<file path="config.mk">
export PLATFORM = sky130hd
export DESIGN_NAME = keypad_four_function_calculator
export DESIGN_NICKNAME = d
export VERILOG_FILES = /design/src/design/kfc_pkg.sv /design/src/design/keypad_four_function_calculator.sv /design/src/design/kfc_front.sv /design/src/design/kfc_cmd_queue.sv /design/src/design/kfc_divider.sv /design/src/design/kfc_back.sv
export SDC_FILE = /design/constraint.sdc
export NUM_CORES = 2
export LEC_CHECK = 0
export ABC_CLOCK_PERIOD_IN_PS = 6600
export BUFFER_PORTS_ARGS = -buffer_cell sky130_fd_sc_hd__buf_4
export CORE_AREA = 2 2 328 297
export DETAILED_ROUTE_END_ITERATION = 10
export DIE_AREA = 0 0 330 299
export PLACE_DENSITY_LB_ADDON = 0.05
export SYNTH_ARGS = -nofsm -noshare
export SYNTH_HDL_FRONTEND = slang
export SYNTH_SLANG_ARGS = --single-unit
</file>
<file path="constraint.sdc">
create_clock -name clk -period 6.6 [get_ports clk]
set_input_delay 0.66 -clock clk [delete_from_list [all_inputs] [get_ports clk]]
set_output_delay 0.66 -clock clk [all_outputs]
set_load 0.01 [all_outputs]
</file>
<file path="src/design/kfc_pkg.sv">
// ----------------------------------------------------------------------------
// Keypad calculator package
// Shared word types, key codes, command encoding and divider handshake types.
// ----------------------------------------------------------------------------
package kfc_pkg;

  localparam int WORD_W      = 32;
  localparam int DIV_CNT_W   = $clog2(WORD_W);
  localparam int QUEUE_DEPTH = 2;
  localparam int QPTR_W      = $clog2(QUEUE_DEPTH);

  // Event codes carried in the op field.
  localparam logic [1:0] OP_KEY = 2'd0;
  localparam logic [1:0] OP_INC = 2'd1;
  localparam logic [1:0] OP_DEC = 2'd2;

  // ASCII codes of the keypad legends.
  localparam logic [6:0] ASCII_ZERO   = 7'd48;
  localparam logic [6:0] ASCII_NINE   = 7'd57;
  localparam logic [6:0] CH_PLUS      = 7'h2B;
  localparam logic [6:0] CH_MINUS     = 7'h2D;
  localparam logic [6:0] CH_STAR      = 7'h2A;
  localparam logic [6:0] CH_SLASH     = 7'h2F;
  localparam logic [6:0] CH_EQUALS    = 7'h3D;
  localparam logic [6:0] CH_CLEAR     = 7'h21;
  localparam logic [6:0] CH_NONE      = 7'h00;

  typedef struct packed {
    logic [1:0] op;
    logic [1:0] key_row;
    logic [1:0] key_column;
  } in_word_t;

  typedef struct packed {
    logic               clear_display;
    logic               show_key;
    logic [6:0]         key_char;
    logic               show_result;
    logic signed [31:0] result_value;
    logic               div_by_zero;
  } out_word_t;

  typedef enum logic [2:0] {
    CMD_NONE,
    CMD_DIGIT,
    CMD_OPER,
    CMD_EQUALS,
    CMD_CLEAR,
    CMD_INC,
    CMD_DEC
  } cmd_kind_t;

  typedef enum logic [1:0] {
    OPER_ADD,
    OPER_SUB,
    OPER_MUL,
    OPER_DIV
  } oper_t;

  typedef enum logic [1:0] {
    MODE_FIRST,
    MODE_OPER,
    MODE_SECOND,
    MODE_RESULT
  } mode_t;

  typedef enum logic [1:0] {
    BK_IDLE,
    BK_DIV,
    BK_EMIT
  } back_state_t;

  typedef struct packed {
    cmd_kind_t  kind;
    logic [6:0] key_char;
    logic [3:0] digit;
    oper_t      oper;
  } cmd_t;

  typedef struct packed {
    logic              start;
    logic [WORD_W-1:0] dividend;
    logic [WORD_W-1:0] divisor;
  } div_req_t;

  typedef struct packed {
    logic              done;
    logic [WORD_W-1:0] quotient;
  } div_rsp_t;

  // Keypad legend by {row, column}.
  function automatic logic [6:0] key_char_of(logic [3:0] idx);
    logic [6:0] ch;
    case (idx)
      4'd0:    ch = 7'h37;
      4'd1:    ch = 7'h38;
      4'd2:    ch = 7'h39;
      4'd3:    ch = CH_SLASH;
      4'd4:    ch = 7'h34;
      4'd5:    ch = 7'h35;
      4'd6:    ch = 7'h36;
      4'd7:    ch = CH_STAR;
      4'd8:    ch = 7'h31;
      4'd9:    ch = 7'h32;
      4'd10:   ch = 7'h33;
      4'd11:   ch = CH_MINUS;
      4'd12:   ch = CH_CLEAR;
      4'd13:   ch = ASCII_ZERO;
      4'd14:   ch = CH_EQUALS;
      4'd15:   ch = CH_PLUS;
      default: ch = CH_NONE;
    endcase
    return ch;
  endfunction

endpackage

</file>
<file path="src/design/keypad_four_function_calculator.sv">
// Path: an accepted word is queued, executed by the back end and then loaded
// into the output register; an equals key on divide first waits for the divider.
// The back end's one-at-a-time sequencer loads each command's word before it
// takes the next, and the bit-serial divider holds it during a division.
// Reset: synchronous on rst_n low; operands, result, mode and operator clear
// to zero and the queue and output register empty.
// ----------------------------------------------------------------------------
// Keypad four-function calculator
// Decodes keypad and increment/decrement words and runs a four-function
// integer calculator, producing one result word per input word.
// ----------------------------------------------------------------------------
module keypad_four_function_calculator (
  input  logic               clk,
  input  logic               rst_n,
  input  logic               in_valid,
  output logic               in_stall,
  input  kfc_pkg::in_word_t  in_word,
  output logic               out_valid,
  input  logic               out_stall,
  output kfc_pkg::out_word_t out_word
);
  import kfc_pkg::*;

  // The front end decodes each word into a command as it is accepted. The
  // two-entry queue lets it keep accepting while the back end is busy with a
  // division or its result word waits on a stalled output.
  logic     push;
  logic     q_full;
  logic     pop;
  logic     head_valid;
  cmd_t     push_cmd;
  cmd_t     head_cmd;

  // The back end owns all calculator state and drives the divider through a
  // request/response pair.
  div_req_t div_req;
  div_rsp_t div_rsp;

  kfc_front u_front (
    .in_valid (in_valid),
    .in_stall (in_stall),
    .in_word  (in_word),
    .q_full   (q_full),
    .push     (push),
    .cmd      (push_cmd)
  );

  kfc_cmd_queue u_queue (
    .clk        (clk),
    .rst_n      (rst_n),
    .push       (push),
    .push_cmd   (push_cmd),
    .full       (q_full),
    .pop        (pop),
    .head_valid (head_valid),
    .head_cmd   (head_cmd)
  );

  kfc_divider u_divider (
    .clk   (clk),
    .rst_n (rst_n),
    .req   (div_req),
    .rsp   (div_rsp)
  );

  // Each command is executed as it is popped, except a division, which waits for
  // the divider. The finished word is then loaded into the output register,
  // which holds it until the receiver takes it.
  kfc_back u_back (
    .clk        (clk),
    .rst_n      (rst_n),
    .head_valid (head_valid),
    .head_cmd   (head_cmd),
    .pop        (pop),
    .div_req    (div_req),
    .div_rsp    (div_rsp),
    .out_valid  (out_valid),
    .out_stall  (out_stall),
    .out_word   (out_word)
  );

endmodule

</file>
<file path="src/design/kfc_front.sv">
// ----------------------------------------------------------------------------
// Keypad calculator front end
// Accepts input words and classifies them into commands for the queue.
// ----------------------------------------------------------------------------
module kfc_front (
  input  logic             in_valid,
  output logic             in_stall,
  input  kfc_pkg::in_word_t in_word,
  input  logic             q_full,
  output logic             push,
  output kfc_pkg::cmd_t    cmd
);
  import kfc_pkg::*;

  logic [6:0] ch;

  assign in_stall = q_full;
  assign push     = in_valid && !q_full;
  assign ch       = key_char_of({in_word.key_row, in_word.key_column});

  always_comb begin
    cmd      = '0;
    cmd.kind = CMD_NONE;
    cmd.oper = OPER_ADD;
    case (in_word.op)
      OP_KEY: begin
        cmd.key_char = ch;
        if (ch >= ASCII_ZERO && ch <= ASCII_NINE) begin
          cmd.kind  = CMD_DIGIT;
          cmd.digit = 4'(ch - ASCII_ZERO);
        end else begin
          case (ch)
            CH_PLUS: begin
              cmd.kind = CMD_OPER;
              cmd.oper = OPER_ADD;
            end
            CH_MINUS: begin
              cmd.kind = CMD_OPER;
              cmd.oper = OPER_SUB;
            end
            CH_STAR: begin
              cmd.kind = CMD_OPER;
              cmd.oper = OPER_MUL;
            end
            CH_SLASH: begin
              cmd.kind = CMD_OPER;
              cmd.oper = OPER_DIV;
            end
            CH_EQUALS: cmd.kind = CMD_EQUALS;
            CH_CLEAR:  cmd.kind = CMD_CLEAR;
            default:   cmd.kind = CMD_NONE;
          endcase
        end
      end
      OP_INC:  cmd.kind = CMD_INC;
      OP_DEC:  cmd.kind = CMD_DEC;
      default: cmd.kind = CMD_NONE;
    endcase
  end

endmodule

</file>
<file path="src/design/kfc_cmd_queue.sv">
// ----------------------------------------------------------------------------
// Keypad calculator command queue
// Small FIFO of decoded commands between the front end and the back end.
// ----------------------------------------------------------------------------
module kfc_cmd_queue (
  input  logic          clk,
  input  logic          rst_n,
  input  logic          push,
  input  kfc_pkg::cmd_t push_cmd,
  output logic          full,
  input  logic          pop,
  output logic          head_valid,
  output kfc_pkg::cmd_t head_cmd
);
  import kfc_pkg::*;

  cmd_t              mem_r [QUEUE_DEPTH];
  logic [QPTR_W-1:0] wr_ptr_r;
  logic [QPTR_W-1:0] rd_ptr_r;
  logic [QPTR_W:0]   count_r;

  assign full       = count_r == (QPTR_W + 1)'(QUEUE_DEPTH);
  assign head_valid = count_r != '0;
  assign head_cmd   = mem_r[rd_ptr_r];

  always_ff @(posedge clk) begin
    if (push) begin
      mem_r[wr_ptr_r] <= push_cmd;
    end
  end

  always_ff @(posedge clk) begin
    if (!rst_n) begin
      wr_ptr_r <= '0;
      rd_ptr_r <= '0;
      count_r  <= '0;
    end else begin
      if (push) begin
        wr_ptr_r <= wr_ptr_r + 1'b1;
      end
      if (pop) begin
        rd_ptr_r <= rd_ptr_r + 1'b1;
      end
      if (push && !pop) begin
        count_r <= count_r + 1'b1;
      end else if (pop && !push) begin
        count_r <= count_r - 1'b1;
      end
    end
  end

`ifndef SYNTHESIS
  // The front end stalls on full, so a write never lands on a full queue.
  a_no_overflow: assert property (@(posedge clk) disable iff (!rst_n)
    !(push && full))
    else $error("command queue written while full");

  // A pop is only issued against a valid head entry.
  a_no_underflow: assert property (@(posedge clk) disable iff (!rst_n)
    pop |-> head_valid)
    else $error("command queue read while empty");
`endif

endmodule

</file>
<file path="src/design/kfc_divider.sv">
// ----------------------------------------------------------------------------
// Keypad calculator divider
// Restoring unsigned divider, one quotient bit per cycle.
// ----------------------------------------------------------------------------
module kfc_divider (
  input  logic              clk,
  input  logic              rst_n,
  input  kfc_pkg::div_req_t req,
  output kfc_pkg::div_rsp_t rsp
);
  import kfc_pkg::*;

  logic                 busy_r;
  logic                 done_r;
  logic [DIV_CNT_W-1:0] cnt_r;
  logic [WORD_W-1:0]    rem_r;
  logic [WORD_W-1:0]    quo_r;
  logic [WORD_W-1:0]    dvs_r;
  logic [WORD_W:0]      trial;
  logic [WORD_W:0]      diff;
  logic                 fits;

  assign trial = {rem_r, quo_r[WORD_W-1]};
  assign diff  = trial - {1'b0, dvs_r};
  assign fits  = trial >= {1'b0, dvs_r};

  assign rsp.done     = done_r;
  assign rsp.quotient = quo_r;

  always_ff @(posedge clk) begin
    if (!rst_n) begin
      busy_r <= 1'b0;
      done_r <= 1'b0;
      cnt_r  <= '0;
    end else begin
      // Completion is flagged for one cycle after the last iteration.
      done_r <= !req.start && busy_r && (cnt_r == '0);
      if (req.start) begin
        busy_r <= 1'b1;
        cnt_r  <= DIV_CNT_W'(WORD_W - 1);
        rem_r  <= '0;
        quo_r  <= req.dividend;
        dvs_r  <= req.divisor;
      end else if (busy_r) begin
        rem_r <= fits ? diff[WORD_W-1:0] : trial[WORD_W-1:0];
        quo_r <= {quo_r[WORD_W-2:0], fits};
        cnt_r <= cnt_r - 1'b1;
        if (cnt_r == '0) begin
          busy_r <= 1'b0;
        end
      end
    end
  end

`ifndef SYNTHESIS
  // Completion follows the last iteration and never arrives unannounced.
  a_done_after_busy: assert property (@(posedge clk) disable iff (!rst_n)
    done_r |-> $past(busy_r) && !busy_r)
    else $error("divider done without a preceding iteration");
`endif

endmodule

</file>
<file path="src/design/kfc_back.sv">
// ----------------------------------------------------------------------------
// Keypad calculator back end
// Executes queued commands on the calculator state and registers the result.
// ----------------------------------------------------------------------------
module kfc_back (
  input  logic               clk,
  input  logic               rst_n,
  input  logic               head_valid,
  input  kfc_pkg::cmd_t      head_cmd,
  output logic               pop,
  output kfc_pkg::div_req_t  div_req,
  input  kfc_pkg::div_rsp_t  div_rsp,
  output logic               out_valid,
  input  logic               out_stall,
  output kfc_pkg::out_word_t out_word
);
  import kfc_pkg::*;

  back_state_t       state_r, state_nxt;
  mode_t             mode_r, mode_nxt;
  oper_t             oper_r, oper_nxt;
  logic [WORD_W-1:0] first_r, first_nxt;
  logic [WORD_W-1:0] second_r, second_nxt;
  logic [WORD_W-1:0] result_r, result_nxt;
  logic              neg_r, neg_nxt;
  logic              clr_r, clr_nxt;
  logic              show_key_r, show_key_nxt;
  logic [6:0]        char_r, char_nxt;
  logic              show_res_r, show_res_nxt;
  logic              dz_r, dz_nxt;
  logic              out_valid_r, out_valid_nxt;
  out_word_t         out_word_r, out_word_nxt;

  logic [WORD_W-1:0] digit_ext;
  logic [WORD_W-1:0] first_x10;
  logic [WORD_W-1:0] second_x10;
  logic [WORD_W-1:0] product;
  logic [WORD_W-1:0] first_mag;
  logic [WORD_W-1:0] second_mag;

  assign digit_ext  = {{(WORD_W - 4){1'b0}}, head_cmd.digit};
  assign first_x10  = (first_r << 3) + (first_r << 1) + digit_ext;
  assign second_x10 = (second_r << 3) + (second_r << 1) + digit_ext;
  assign product    = first_r * second_r;
  assign first_mag  = first_r[WORD_W-1] ? -first_r : first_r;
  assign second_mag = second_r[WORD_W-1] ? -second_r : second_r;

  assign out_valid = out_valid_r;
  assign out_word  = out_word_r;

  always_ff @(posedge clk) begin
    if (!rst_n) begin
      state_r     <= BK_IDLE;
      mode_r      <= MODE_FIRST;
      oper_r      <= OPER_ADD;
      first_r     <= '0;
      second_r    <= '0;
      result_r    <= '0;
      out_valid_r <= 1'b0;
    end else begin
      state_r     <= state_nxt;
      mode_r      <= mode_nxt;
      oper_r      <= oper_nxt;
      first_r     <= first_nxt;
      second_r    <= second_nxt;
      result_r    <= result_nxt;
      out_valid_r <= out_valid_nxt;
    end
  end

  always_ff @(posedge clk) begin
    neg_r      <= neg_nxt;
    clr_r      <= clr_nxt;
    show_key_r <= show_key_nxt;
    char_r     <= char_nxt;
    show_res_r <= show_res_nxt;
    dz_r       <= dz_nxt;
    out_word_r <= out_word_nxt;
  end

  always_comb begin
    state_nxt     = state_r;
    mode_nxt      = mode_r;
    oper_nxt      = oper_r;
    first_nxt     = first_r;
    second_nxt    = second_r;
    result_nxt    = result_r;
    neg_nxt       = neg_r;
    clr_nxt       = clr_r;
    show_key_nxt  = show_key_r;
    char_nxt      = char_r;
    show_res_nxt  = show_res_r;
    dz_nxt        = dz_r;
    out_word_nxt  = out_word_r;
    out_valid_nxt = out_valid_r && out_stall;
    pop           = 1'b0;
    div_req       = '0;

    case (state_r)
      BK_IDLE: begin
        if (head_valid) begin
          pop          = 1'b1;
          state_nxt    = BK_EMIT;
          clr_nxt      = 1'b0;
          show_key_nxt = 1'b0;
          char_nxt     = head_cmd.key_char;
          show_res_nxt = 1'b0;
          dz_nxt       = 1'b0;
          case (head_cmd.kind)
            CMD_DIGIT: begin
              show_key_nxt = 1'b1;
              case (mode_r)
                MODE_FIRST:  first_nxt = first_x10;
                MODE_OPER: begin
                  second_nxt = digit_ext;
                  mode_nxt   = MODE_SECOND;
                  clr_nxt    = 1'b1;
                end
                MODE_SECOND: second_nxt = second_x10;
                MODE_RESULT: begin
                  first_nxt = digit_ext;
                  mode_nxt  = MODE_FIRST;
                  clr_nxt   = 1'b1;
                end
                default: ;
              endcase
            end
            CMD_OPER: begin
              if (mode_r == MODE_FIRST || mode_r == MODE_OPER) begin
                oper_nxt     = head_cmd.oper;
                mode_nxt     = MODE_OPER;
                clr_nxt      = 1'b1;
                show_key_nxt = 1'b1;
              end
            end
            CMD_EQUALS: begin
              if (mode_r == MODE_SECOND) begin
                mode_nxt     = MODE_RESULT;
                clr_nxt      = 1'b1;
                show_res_nxt = 1'b1;
                case (oper_r)
                  OPER_ADD: result_nxt = first_r + second_r;
                  OPER_SUB: result_nxt = first_r - second_r;
                  OPER_MUL: result_nxt = product;
                  OPER_DIV: begin
                    if (second_r == '0) begin
                      result_nxt = '0;
                      dz_nxt     = 1'b1;
                    end else begin
                      div_req.start    = 1'b1;
                      div_req.dividend = first_mag;
                      div_req.divisor  = second_mag;
                      neg_nxt          = first_r[WORD_W-1] ^ second_r[WORD_W-1];
                      state_nxt        = BK_DIV;
                    end
                  end
                  default: ;
                endcase
              end
            end
            CMD_CLEAR: begin
              mode_nxt   = MODE_FIRST;
              oper_nxt   = OPER_ADD;
              first_nxt  = '0;
              second_nxt = '0;
              result_nxt = '0;
              clr_nxt    = 1'b1;
            end
            CMD_INC: begin
              result_nxt   = result_r + WORD_W'(1);
              clr_nxt      = 1'b1;
              show_res_nxt = 1'b1;
            end
            CMD_DEC: begin
              result_nxt   = result_r - WORD_W'(1);
              clr_nxt      = 1'b1;
              show_res_nxt = 1'b1;
            end
            default: ;
          endcase
        end
      end
      BK_DIV: begin
        if (div_rsp.done) begin
          result_nxt = neg_r ? -div_rsp.quotient : div_rsp.quotient;
          state_nxt  = BK_EMIT;
        end
      end
      BK_EMIT: begin
        if (!out_valid_r || !out_stall) begin
          out_valid_nxt              = 1'b1;
          out_word_nxt.clear_display = clr_r;
          out_word_nxt.show_key      = show_key_r;
          out_word_nxt.key_char      = char_r;
          out_word_nxt.show_result   = show_res_r;
          out_word_nxt.result_value  = $signed(result_r);
          out_word_nxt.div_by_zero   = dz_r;
          state_nxt                  = BK_IDLE;
        end
      end
      default: state_nxt = BK_IDLE;
    endcase
  end

`ifndef SYNTHESIS
  // A division start always hands control to the wait state.
  a_div_enters_wait: assert property (@(posedge clk) disable iff (!rst_n)
    div_req.start |=> state_r == BK_DIV)
    else $error("divider started without entering the wait state");

  // While a quotient is pending the calculator sits in result mode on divide.
  a_div_context: assert property (@(posedge clk) disable iff (!rst_n)
    state_r == BK_DIV |-> mode_r == MODE_RESULT && oper_r == OPER_DIV)
    else $error("division in flight outside an equals on divide");

  // The divider only reports back while the back end is waiting for it.
  a_done_in_wait: assert property (@(posedge clk) disable iff (!rst_n)
    div_rsp.done |-> state_r == BK_DIV)
    else $error("divider completion outside the wait state");
`endif

endmodule
</file>
==> results by group <==
Layout
  • Synthesis-to-finish area growth: 17.7%
  • Fill cells: 9359
  • Multi-input gate area: 0.0283 mm2
  • Diode count: 0
  • Layout cell share with drive strength beyond 1: 15.5%
  • Net count, final: 5225
  • Sequential Area: 0.00774 mm2

CTS
  • Clk Tree Root Cell: clkbuf_16
  • Clock Path Buffers: 3
  • CTS tree: done
  • Sinks on Clock Net: 294
  • CTS Buf Count: 40
  • Reg clk slew, reported paths: 0.06 ns
  • Worst-Skew Late Latency: 0.60 ns
  • H-tree depth: 2

Global route
  • Number of global-route vias before repair: 30781
  • Antenna violations before repair: 0
  • First-pass GRT wire length: 193000 um
  • GRT busiest layer: met2
  • Largest net degree at the start of global routing: 43
  • GR Layer Usage met2: 39.7%
  • GRT Total Usage: 25.7%
  • Grt ovf: 0
  • Met3 global-route usage: 2.95%
  • Met1 Use GR: 38.7%

Synth
  • Yosys top cell area share: 22.0%
  • Mapped Cells: 4217
  • Count of flip-flops with a built-in enable after synthesis: 179
  • Register area share after synthesis: 20.3%
  • Ys Warns: 0
  • Synth Register Bits: 294
  • Mapped Area: 0.0378 mm2
  • Synth area leader: fa_1
  • Synth cell types: 85
  • Asr flop ratio synth: 0%
  • Syn Nets: 4987
  • Main synth FF type: edfxtp_1
  • Area contributors post-synth: fa_1 22%, edfxtp_1 14%, ha_1 11%, dfxtp_1 6.1%, and2_1 5.1%
  • Mean post-synth cell area: 8.97 um2

Worst hold path
  • Min-Delay Endpoint: u_back.out_valid$_SDFF_PN0_
  • Hold Crit Depth: 3
  • Hold Path Class: primary input to flip-flop
  • Min-delay src: out_stall

Worst setup path
  • Worst setup EP type: flip-flop
  • Reg2reg end: u_back.result_r[24]$_SDFFE_PN0P_
  • Critical Path Source: u_back.second_r[2]$_SDFFE_PN0P_
  • R2R Setup Slk: -0.26 ns
  • Crit path required time: 7.12 ns
  • Setup CP Type: flip-flop to flip-flop
  • Highest net fanout along the worst path: 21
  • RR Startpoint: u_back.second_r[2]$_SDFFE_PN0P_
  • R2R cell count: 23
  • Worst setup SP type: flip-flop
  • Critical Path AT: 7.39 ns

Die
  • Initial Util: 39.5%
  • DIE AREA: 0.0987 mm2
  • Area of the core: 0.0957 mm2
  • Row count: 108
  • Chip Height: 299 um
  • Die X: 330 um
  • # IOs: 55

STA
  • Setup Viol. Count Final: 12
  • Tcrit/Tclk final: 104%
  • Final hold slack: 0.382 ns
  • Max-slew violation count: 0
  • Fmax: 146 MHz
  • Unrepaired setup endpoints after global routing: true
  • Clock Skew: 0.0181 ns
  • Final min period: 6.86 ns
  • Slew margin rel.: 24.7%
  • Setup ws final: -0.265 ns
  • Worst Tran Pin Value: 1.12 ns
  • Fin. Hold Viols: 0

Run status
  • Failing checks: design-rule violations, negative setup slack
  • Status: finished, violations left

Route
  • Antenna Nets Post-Route: 0
  • Vias per std cell: 5.26
  • DR iter-0 viols: 1954
  • DR pass1 iterations: 8
  • WL/cell: 22.0 um
  • Via count: 30244
  • Drt drc: 3
  • Post-Route WL: 127000 um

Placement
  • Setup WS pre-CTS: -0.575 ns
  • GP Congestion: 0.947
  • I/O Buffers: 53
  • Post-DP HPWL: 102000 um

Power
  • Pwr Density: 198 mW/mm2
  • Worst vdd ir: 0.206 mV
  • P_leak: 20.8 nW

Run
  • Max cap viols: 0
through the flow:
step           utilization [%]  setup TNS [ns]  instance area, um2  power [W]  instances
2_1_floorplan                -          -0.213               38200    0.00489       4217
5_1_grt                   46.5           -5.17               44500    0.00926       5751
6_report                  46.5           -1.93               44500    0.00882       5751
3_3_place_gp              44.0           -5.54               42100    0.00640       5657
3_5_place_dp              44.0           -7.01               42100    0.00637       5657
4_1_cts                   45.9           -1.92               43900    0.00876       5739
worst max-delay path by stage:
stage / end / slack (ns) / cells past startpoint
floorplan: u_back.result_r[31]$_SDFFE_PN0P_ / -0.15 / 26
global placement: u_back.result_r[25]$_SDFFE_PN0P_ / -0.47 / 23
detailed placement: u_back.result_r[31]$_SDFFE_PN0P_ / -0.58 / 23
CTS: u_back.result_r[24]$_SDFFE_PN0P_ / -0.22 / 24
global route: u_back.result_r[31]$_SDFFE_PN0P_ / -0.44 / 25
finish: u_back.result_r[24]$_SDFFE_PN0P_ / -0.26 / 23
cells in the final DEF, fill, tap and decap left out, types with 12 or more instances in the layout:
cell type  Yosys  final
inv_1        481    470
clkinv_2       0     13
buf_6          1     14
and2_4         0     15
ha_1         345    325
nand3_1       41     40
and3_1        12     12
o21bai_1      18     18
xor2_1       171    166
a21o_1        77     77
dfxtp_4        0     14
o21ai_0      174    166
nor2_1       272    265
a31oi_1       27     22
nand2b_1      30     30
edfxtp_1     179    179
a221oi_1      26     16
fa_2           0     19
buf_12         0     37
nor2b_1       28     27
nand4_1       16     16
dfxtp_1      115     91
and2_1       310    295
clkbuf_16      0     43
nand2_1      440    439
o21a_1        31     31
ha_4           0     19
buf_4          1    366
fa_1         415    396
inv_2          3     13
a22oi_1       36     36
o41ai_1       13     12
a21oi_1      189    177
xnor2_1      172    162
or3_1         28     28
o31ai_1       33     33
mux2i_1       47     47
a211oi_1      29     27
nor3_1        53     49
synthesized netlist by cell type, types with 36 or more instances:
library cell / count
nor3_1: 53
xnor2_1: 172
nor2_1: 272
dfxtp_1: 115
xor2_1: 171
o21ai_0: 174
and2_1: 310
clkbuf_1: 205
edfxtp_1: 179
nand2_1: 440
nand3_1: 41
mux2i_1: 47
fa_1: 415
a21o_1: 77
a22oi_1: 36
ha_1: 345
inv_1: 481
a21oi_1: 189
registers in the layout, summed over array words and instances, names as in the netlist, 5 cells and up, named ones only:
register	cells
u_back.result_r	32
u_back.char_r	6
u_back.out_word	42
u_divider.quo_r	32
u_divider.cnt_r	5
u_back.second_r	32
u_divider.dvs_r	32
u_divider.rem_r	32
u_back.first_r	32
u_queue.mem_r	30
area by class of cell:
type | count | share of cell area, %
repair buffers | 421 | 8.42
well taps | 1265 | 3.56
clock inverters | 25 | 0.574
multi-input cells | 3213 | 63.5
inverters | 485 | 4.09
clock buffers | 48 | 2.43
flip-flops and latches | 294 | 17.4
critical path: stages (launching register included):
cell and delay (ns):
dfxtp_4 0.37, buf_12 0.16, buf_6 0.14, and2_1 0.15, fa_2 0.55, inv_1 0.05
fa_2 0.54, fa_1 0.44, fa_1 0.54, inv_1 0.05, fa_1 0.45, ha_1 0.30
fa_1 0.50, fa_1 0.45, ha_4 0.30, nand4_1 0.10, o31a_1 0.39, o31a_1 0.30
buf_4 0.16, o21bai_1 0.14, xor2_1 0.32, buf_4 0.17, nand2_1 0.07, a21oi_1 0.15
report_power, final:
group | total (W) | leakage [nW] | internal, W | switching [W]
Sequential | 0.00241 | 2.61 | 0.00223 | 0.000179
Clock | 0.00226 | 0.669 | 0.00133 | 0.000932
Combinational | 0.00414 | 17.5 | 0.00163 | 0.00251
Total | 0.00882 | 20.8 | 0.00520 | 0.00362
cell families (layout without fill, tap and decap cells):
| group | Yosys count | in the layout | synth area share [%] |
|---|---|---|---|
| AOI/OAI and AO/OA | 761 | 761 | 13.1 |
| muxes | 58 | 58 | 1.57 |
| and+or+nand+nor | 1290 | 1290 | 16.6 |
| adders and majority gates | 760 | 760 | 33.4 |
| DFF | 294 | 294 | 20.3 |
| xor gates and xnor gates | 343 | 343 | 7.95 |
| buffers and inverters | 710 | 979 | 7.10 |
| other | 1 | 1 | 0.00992 |
routing by layer:
| layer | vias up | routed length, um |
|---|---|---|
| met5 | - | 0 |
| met4 | 0 | 2790 |
| met3 | 115 | 5110 |
| met2 | 552 | 55800 |
| met1 | 15058 | 63000 |
| li1 | 14519 | - |
what timing repair did:
item	CTS	global route
pin swaps	41	63
gates cloned	1	3
setup buffers	8	11
setup endpoints to repair	20	20
resized for setup	100	67
hold buffers	0	0
Power figures use the tool's default switching activity.
